[src/hw/rtl/dpcd_pkg.sv]
// Shared types and constants of the delta patch command decoder.
`timescale 1ns / 1ps
`default_nettype none

package dpcd_pkg;

    // Integer coding: seven payload bits per byte, bit 7 marks continuation.
    localparam int GROUP_BITS = 7;
    localparam int CONT_BIT = 7;
    localparam int BYTE_W = 8;
    localparam int ACC_W = 64;
    localparam int WIDE_W = ACC_W + GROUP_BITS;
    localparam int MAX_INTEGER_BYTES_DEF = 10;

    localparam int CFG_DATA_W = 32;
    localparam int CFG_INDEX_W = 2;

    typedef enum logic [CFG_INDEX_W-1:0] {
        CFG_ADD_BASE    = 2'd0,
        CFG_SEQ_ADDS    = 2'd1,
        CFG_COPY_INDEX  = 2'd2
    } cfg_reg_t;

    typedef enum logic [1:0] {
        FIELD_INDEX  = 2'd0,
        FIELD_OFFSET = 2'd1,
        FIELD_LENGTH = 2'd2
    } field_pos_t;

    typedef struct packed {
        logic [BYTE_W-1:0] data_byte;
        logic              start_of_stream;
    } in_beat_t;

    typedef struct packed {
        logic             is_add;
        logic [ACC_W-1:0] offset;
        logic [ACC_W-1:0] length;
        logic             overflow;
    } out_beat_t;

    typedef struct packed {
        logic [CFG_DATA_W-1:0] add_base;
        logic                  sequential_adds;
        logic [CFG_DATA_W-1:0] copy_index;
    } cfg_t;

endpackage

`default_nettype wire

[src/hw/rtl/delta_patch_command_decoder_unit.sv]
// Top level of the delta patch command decoder: config registers and datapath.
`timescale 1ns / 1ps
`default_nettype none

// Datapath: each byte is held in the input register, and the decode logic then loads
// the result beat of its last byte into the result register.
// Throughput: one instruction byte per cycle while m_ready is high; the single result
// register, loaded from one pass of the decode logic, sets this rate.
// Reset: aresetn is synchronous and active low; it empties both register stages and
// clears the decode state and the configuration registers to zero.

module delta_patch_command_decoder_unit import dpcd_pkg::*; #(
    parameter int MAX_INTEGER_BYTES = MAX_INTEGER_BYTES_DEF
) (
    input  wire logic                   aclk,
    input  wire logic                   aresetn,
    input  wire logic                   cfg_valid,
    output logic                        cfg_ready,
    input  wire logic [CFG_INDEX_W-1:0] cfg_index,
    input  wire logic [CFG_DATA_W-1:0]  cfg_data,
    input  wire logic                   s_valid,
    output logic                        s_ready,
    input  wire in_beat_t               s_payload,
    output logic                        m_valid,
    input  wire logic                   m_ready,
    output out_beat_t                   m_payload
);

    // Configuration registers. Writes are taken at any time; the user must only
    // write them while the decoder is idle, as the block has no interlock for it.
    cfg_t     cfg_reg, cfg_next;
    logic     in_valid;
    in_beat_t in_beat;
    logic     pop;

    assign cfg_ready = 1'b1;

    always_comb begin
        cfg_next = cfg_reg;
        if (cfg_valid) begin
            unique case (cfg_reg_t'(cfg_index))
                CFG_ADD_BASE:   cfg_next.add_base        = cfg_data;
                CFG_SEQ_ADDS:   cfg_next.sequential_adds = cfg_data[0];
                CFG_COPY_INDEX: cfg_next.copy_index      = cfg_data;
                default:        cfg_next = cfg_reg;
            endcase
        end
    end

    always_ff @(posedge aclk) begin
        if (!aresetn) begin
            cfg_reg <= '0;
        end else begin
            cfg_reg <= cfg_next;
        end
    end

    // The input stage holds one byte beat; it is refilled in the cycle that
    // the decode stage consumes it, so bytes flow back to back.
    dpcd_in_reg u_in_reg (
        .aclk      (aclk),
        .aresetn   (aresetn),
        .s_valid   (s_valid),
        .s_ready   (s_ready),
        .s_payload (s_payload),
        .pop       (pop),
        .valid     (in_valid),
        .beat      (in_beat)
    );

    // The decode stage folds each byte into the running integer and, on the
    // last byte of a length integer, loads a command into the result register.
    // It consumes a byte whenever the result register is empty or being taken.
    dpcd_decode #(
        .MAX_INTEGER_BYTES (MAX_INTEGER_BYTES)
    ) u_decode (
        .aclk      (aclk),
        .aresetn   (aresetn),
        .cfg       (cfg_reg),
        .in_valid  (in_valid),
        .in_beat   (in_beat),
        .pop       (pop),
        .m_valid   (m_valid),
        .m_ready   (m_ready),
        .m_payload (m_payload)
    );

endmodule

`default_nettype wire

[src/hw/rtl/dpcd_in_reg.sv]
// Input register stage holding one instruction byte beat.
`timescale 1ns / 1ps
`default_nettype none

module dpcd_in_reg import dpcd_pkg::*; (
    input  wire logic     aclk,
    input  wire logic     aresetn,
    input  wire logic     s_valid,
    output logic          s_ready,
    input  wire in_beat_t s_payload,
    input  wire logic     pop,
    output logic          valid,
    output in_beat_t      beat
);

    logic     valid_reg, valid_next;
    in_beat_t beat_reg;

    // The stage refills in the same cycle that its beat moves on.
    assign s_ready = !valid_reg || pop;

    always_comb begin
        if (s_valid && s_ready) begin
            valid_next = 1'b1;
        end else if (pop) begin
            valid_next = 1'b0;
        end else begin
            valid_next = valid_reg;
        end
    end

    always_ff @(posedge aclk) begin
        if (!aresetn) begin
            valid_reg <= 1'b0;
        end else begin
            valid_reg <= valid_next;
        end
    end

    always_ff @(posedge aclk) begin
        if (s_valid && s_ready) begin
            beat_reg <= s_payload;
        end
    end

    assign valid = valid_reg;
    assign beat  = beat_reg;

endmodule

`default_nettype wire

[src/hw/rtl/dpcd_decode.sv]
// Integer accumulation, command assembly and result register.
`timescale 1ns / 1ps
`default_nettype none

module dpcd_decode import dpcd_pkg::*; #(
    parameter int MAX_INTEGER_BYTES = MAX_INTEGER_BYTES_DEF
) (
    input  wire logic     aclk,
    input  wire logic     aresetn,
    input  wire cfg_t     cfg,
    input  wire logic     in_valid,
    input  wire in_beat_t in_beat,
    output logic          pop,
    output logic          m_valid,
    input  wire logic     m_ready,
    output out_beat_t     m_payload
);

    localparam int GC_W = $clog2(MAX_INTEGER_BYTES + 1);

    logic [ACC_W-1:0]  acc_reg, acc_next;
    logic [GC_W-1:0]   gc_reg, gc_next;
    field_pos_t        field_reg, field_next;
    logic [ACC_W-1:0]  hidx_reg, hidx_next;
    logic [ACC_W-1:0]  hoff_reg, hoff_next;
    logic [ACC_W-1:0]  add_pos_reg, add_pos_next;
    logic              ovf_reg, ovf_next;
    logic              out_valid_reg, out_valid_next;
    out_beat_t         out_beat_reg, out_beat_next;

    logic              start;
    logic [GROUP_BITS-1:0] payload;
    logic [ACC_W-1:0]  acc0, acc1, acc_or;
    logic [GC_W-1:0]   gc0, gc1;
    field_pos_t        field0;
    logic [ACC_W-1:0]  hidx0, hoff0, add_pos0;
    logic              ovf0, ovf1, lost;
    logic [WIDE_W-1:0] wide;
    logic              emit;
    logic              is_copy;

    assign pop = in_valid && (!out_valid_reg || m_ready);

    always_comb begin
        start   = in_beat.start_of_stream;
        payload = in_beat.data_byte[GROUP_BITS-1:0];

        // A start beat clears the stream state, and reloads the add position from the base, before its byte is used.
        acc0     = start ? '0 : acc_reg;
        gc0      = start ? '0 : gc_reg;
        field0   = start ? FIELD_INDEX : field_reg;
        hidx0    = start ? '0 : hidx_reg;
        hoff0    = start ? '0 : hoff_reg;
        ovf0     = start ? 1'b0 : ovf_reg;
        add_pos0 = start ? ACC_W'(cfg.add_base) : add_pos_reg;

        // Place the group at its weight; bits above the accumulator are lost.
        acc_or = '0;
        lost   = 1'b0;
        wide   = '0;
        for (int g = 0; g < MAX_INTEGER_BYTES; g++) begin
            if (gc0 == GC_W'(g)) begin
                wide   = WIDE_W'(payload) << (GROUP_BITS * g);
                acc_or = wide[ACC_W-1:0];
                lost   = |wide[WIDE_W-1:ACC_W];
            end
        end
        if (gc0 >= GC_W'(MAX_INTEGER_BYTES)) begin
            lost = |payload;
            gc1  = gc0;
        end else begin
            gc1 = gc0 + GC_W'(1);
        end
        acc1 = acc0 | acc_or;
        ovf1 = ovf0 | lost;

        acc_next     = acc1;
        gc_next      = gc1;
        field_next   = field0;
        hidx_next    = hidx0;
        hoff_next    = hoff0;
        ovf_next     = ovf1;
        add_pos_next = add_pos0;
        emit         = 1'b0;
        is_copy      = (hidx0 == ACC_W'(cfg.copy_index));
        out_beat_next.is_add   = !is_copy;
        out_beat_next.offset   = hoff0;
        out_beat_next.length   = acc1;
        out_beat_next.overflow = ovf1;

        if (!in_beat.data_byte[CONT_BIT]) begin
            acc_next = '0;
            gc_next  = '0;
            unique case (field0)
                FIELD_OFFSET: begin
                    hoff_next  = acc1;
                    field_next = FIELD_LENGTH;
                end
                FIELD_LENGTH: begin
                    emit       = 1'b1;
                    field_next = FIELD_INDEX;
                    ovf_next   = 1'b0;
                    if (!is_copy) begin
                        if (cfg.sequential_adds) begin
                            out_beat_next.offset = hoff0 + add_pos0;
                            add_pos_next         = add_pos0 + acc1;
                        end else begin
                            out_beat_next.offset = hoff0 + ACC_W'(cfg.add_base);
                        end
                    end
                end
                default: begin
                    hidx_next  = acc1;
                    field_next = FIELD_OFFSET;
                end
            endcase
        end

        if (pop) begin
            out_valid_next = emit;
        end else if (m_ready) begin
            out_valid_next = 1'b0;
        end else begin
            out_valid_next = out_valid_reg;
        end
    end

    always_ff @(posedge aclk) begin
        if (!aresetn) begin
            acc_reg       <= '0;
            gc_reg        <= '0;
            field_reg     <= FIELD_INDEX;
            hidx_reg      <= '0;
            hoff_reg      <= '0;
            add_pos_reg   <= '0;
            ovf_reg       <= 1'b0;
            out_valid_reg <= 1'b0;
        end else begin
            out_valid_reg <= out_valid_next;
            if (pop) begin
                acc_reg     <= acc_next;
                gc_reg      <= gc_next;
                field_reg   <= field_next;
                hidx_reg    <= hidx_next;
                hoff_reg    <= hoff_next;
                add_pos_reg <= add_pos_next;
                ovf_reg     <= ovf_next;
            end
        end
    end

    always_ff @(posedge aclk) begin
        if (pop && emit) begin
            out_beat_reg <= out_beat_next;
        end
    end

    assign m_valid   = out_valid_reg;
    assign m_payload = out_beat_reg;

`ifndef SYNTH
    a_int_end_clears: assert property (@(posedge aclk) disable iff (!aresetn)
        pop && !in_beat.data_byte[CONT_BIT] |=> gc_reg == '0 && acc_reg == '0)
        else $error("accumulator not cleared at end of integer");

    a_emit_restarts: assert property (@(posedge aclk) disable iff (!aresetn)
        pop && emit |=> out_valid_reg && field_reg == FIELD_INDEX && !ovf_reg)
        else $error("command emission did not restart field sequence");

    a_fixed_base_holds: assert property (@(posedge aclk) disable iff (!aresetn)
        pop && !cfg.sequential_adds && !in_beat.start_of_stream |=> $stable(add_pos_reg))
        else $error("add position moved with non-sequential adds");
`endif

endmodule

`default_nettype wire

[config.mk]
export PLATFORM = sky130hd
export DESIGN_NAME = delta_patch_command_decoder_unit
export DESIGN_NICKNAME = d
export VERILOG_FILES = /design/src/hw/rtl/dpcd_pkg.sv /design/src/hw/rtl/delta_patch_command_decoder_unit.sv /design/src/hw/rtl/dpcd_in_reg.sv /design/src/hw/rtl/dpcd_decode.sv
export SDC_FILE = /design/constraint.sdc
export NUM_CORES = 1
export LEC_CHECK = 0
export BUFFER_PORTS_ARGS = -buffer_cell sky130_fd_sc_hd__buf_2
export CAP_MARGIN = 20
export CORE_ASPECT_RATIO = 1.2
export CORE_MARGIN = 4
export CORE_UTILIZATION = 64
export CTS_BUF_LIST = sky130_fd_sc_hd__clkbuf_8
export CTS_CLUSTER_SIZE = 28
export DETAILED_ROUTE_END_ITERATION = 16
export PLACE_DENSITY_LB_ADDON = 0.1
export SLEW_MARGIN = 40
export SYNTH_ARGS = -nofsm -noshare
export SYNTH_HDL_FRONTEND = slang
export SYNTH_HIERARCHICAL = 1
export SYNTH_SLANG_ARGS = --single-unit
[constraint.sdc]
create_clock -name aclk -period 9 [get_ports aclk]
set_input_delay 1.8 -clock aclk [delete_from_list [all_inputs] [get_ports aclk]]
set_output_delay 1.8 -clock aclk [all_outputs]
set_load 0.02 [all_outputs]
==> results.cfg <==
[power]
p_sw_mw = 1.204
clkPwrFrac_pct = 42.8
pwr-share-seq_pct = 49.6
power_density_nw_per_um2 = 145.8
pwr-share-comb_pct = 7.7
p_leak_nw = 12.77
internal-power_mw = 3.270
swShare_pct = 26.91
ir_drop_mv = 0.1353

[grt]
overflow = 0
grt_max_degree = 168
first_global_vias = 24730
grt_pass1_wl_um = 142700
antenna_found_initial = 0
track_usage_pct = 38.98

[critical_path]
max_stage_delay_ps = 630
critPathTopFamily = compound AO/OA/AOI/OAI gates
crit_chain = inv_2 > buf_4 > nand2_1 > nor2_1 > nand2_1 > nand2_1 > o2bb2ai_1 > ha_1 > fa_1 > a21oi_1 > nor2_1 > o31ai_1 > nor4_1 > o21ai_0 > a21oi_1 > o32ai_2 > o31ai_1 > a2111oi_0 > nor2_1
crit_arrival_ps = 6570
cp_slowest_cell = buf_4
rrSetupSlack_ps = 2990
worst-path-buf-inv = 2
worst-endpoint-required_ps = 9570
worst_setup_path_end_kind = flip-flop
path_class = flip-flop to flip-flop
crit_fanout = 73
start_kind = flip-flop

[synth]
synthCells = 3133
ys_seq_area_share_pct = 38.71
async_flop_share_pct = 0
synth_top_cells_by_count = nand2_1 (365), dfxtp_1 (330), nor2b_1 (286)
syn_nets = 3313
yosysMostFrequentCell = nand2_1
syn_area_um2 = 27850
synth_area_leaders = dfxtp_1 (24%), edfxtp_1 (15%), nor2b_1 (6.4%), ha_1 (5.8%), a22oi_1 (5.0%)
synth_area_leader_cell = dfxtp_1
synth-seq-cells = 469
syn_area_per_cell_um2 = 8.888
synth_edf_count = 139
yosysUniqueCellTypes = 94
ys.flop_type = dfxtp_1
yosys_warnings = 6
synth_top_area_share_pct = 23.72

[sta]
min_period_ps = 6005
setup_viol_count_final = 0
tightest_slew_ps = 968.5
slew_headroom_pct = 35.43
fin_setup_tns_ps = 0
rsz0062_at_grt = no
fmax_ghz = 0.1665
whs_ps = 454.8
min_period_over_period_pct = 66.73
fin_skew_ps = 52.39
hold_violations = 0
finalMaxSlewViolations = 0

[clock_network]
cts_tree = yes
hold_buffers = 0
cts_setup_buffers = 0
root_buffer = clkbuf_8
clkLatencyLatePin_ps = 690
path_clk_slew_ps = 60
cts_made_buffers = 77
cts.sinks = 469
clockBufferDepth = 3
ctsResizeCount = 0
htree_num_levels = 3

[floorplanning]
die_x_um = 198.4
num_rows = 83
die_y_um = 236.5
dieArea_um2 = 46930
initial_core_util_pct = 64.93
io_pins = 181
core-area_um2 = 42890

[placement]
post-place-cells = 3724
place.detailed.hpwl_um = 68100
port_buffers = 179
place_congestion = 1.009

[route]
vias_per_cell = 6.612
firstDrtPassIters = 7
drtIter0Drc = 2424
drt_wl_total_um = 94700
drt.antenna.violating_nets = 0
vias = 25580
routedWlPerCell_um = 24.48
drc = 0

[finish]
fin_cells = 3868
fin_util_pct = 71.54
largest_reg_flops = 130
drive_gt1_share_pct = 13.21
finalNetCount = 3432
areaGrowthSynthToFinish_pct = 10.18
antenna_cells = 0
fill_cells = 3331

[run]
maxCapViolCount = 0

[outcome]
status = finished, final reports clean

[hold_path]
min_path_type = flip-flop to flip-flop
cell families after synthesis:
| kind of cell | after synthesis | synth area share (%) |
|---|---|---|
| AO/OA/AOI/OAI | 950 | 23.19 |
| XOR/XNOR | 125 | 3.932 |
| adder cells (fa/ha/maj) | 132 | 5.985 |
| buffers and inverters | 276 | 4.291 |
| flip-flops | 469 | 38.71 |
| multiplexers | 121 | 4.511 |
| other | 1 | 0.01347 |
| AND/OR/NAND/NOR | 1059 | 19.36 |
path summary, 6_finish.rpt:
kind,cells after the start,end,from
min,2,u_decode/add_pos_reg[39],u_decode/add_pos_reg[39]
min reg2reg,2,u_decode/add_pos_reg[39],u_decode/add_pos_reg[39]
max reg2reg,19,u_decode/add_pos_reg[62],u_in_reg/beat[0]
max,19,u_decode/add_pos_reg[62],u_in_reg/beat[0]
per-layer routing:
layer	wire [um]	up-vias	global-route usage, %
met3	7702	371	6.375
met4	8408	0	29.35
met2	44170	1422	63.20
met1	34420	12110	46.17
met5	0	-	0
li1	-	11670	-
cell type report:
class	instances	area, um^2	area share (%)
inverters	73	274.0	0.8931
multi-input cells	2388	15950	52.00
well taps	552	690.7	2.251
clock inverters	59	384.1	1.252
repair buffers	243	1441	4.698
clock buffers	84	1156	3.768
flip-flops and latches	469	10780	35.14
metrics by stage:
step                      setup WS, ps  total power, mW  area (um^2)
final                             2995            4.474        30680
after global routing              2632            4.603        30680
after CTS                         3173            4.476        30640
after detailed placement          3195            2.593        29100
after global placement            3129            2.580        29030
after floorplan                  521.2            2.488        27850
tightest hold or removal path, cell delays in order, from the launching register on:
cell	delay (ps)
dfxtp_1	300
nand2_1	50
a21boi_1	50
power by group through the flow:
stage,Clock (mW),Sequential (mW),Combinational (mW)
after floorplan,0,2.25,0.237
after global placement,0,2.26,0.320
after detailed placement,0,2.26,0.331
after CTS,1.93,2.22,0.333
after global routing,2.02,2.22,0.364
final,1.91,2.22,0.344
placed cells by master, fill, tap and decap left out, types with 17 or more instances in the layout:
cell,count
a211oi_1,20
a21o_1,76
a21oi_1,183
a22oi_1,186
a31oi_1,30
and2_1,70
buf_2,178
buf_4,57
clkbuf_8,84
clkinv_2,18
dfxtp_1,329
edfxtp_1,139
ha_1,130
inv_1,88
mux2_2,36
mux2i_1,85
nand2_1,363
nand3_1,35
nand4_1,36
nor2_1,147
nor2b_1,286
nor3_1,19
nor4_1,17
o211a_1,19
o211ai_1,33
o21ai_0,185
o21bai_1,24
o2bb2ai_1,56
xnor2_1,74
xor2_1,51
Note: power is estimated with default switching activity, not from simulation.
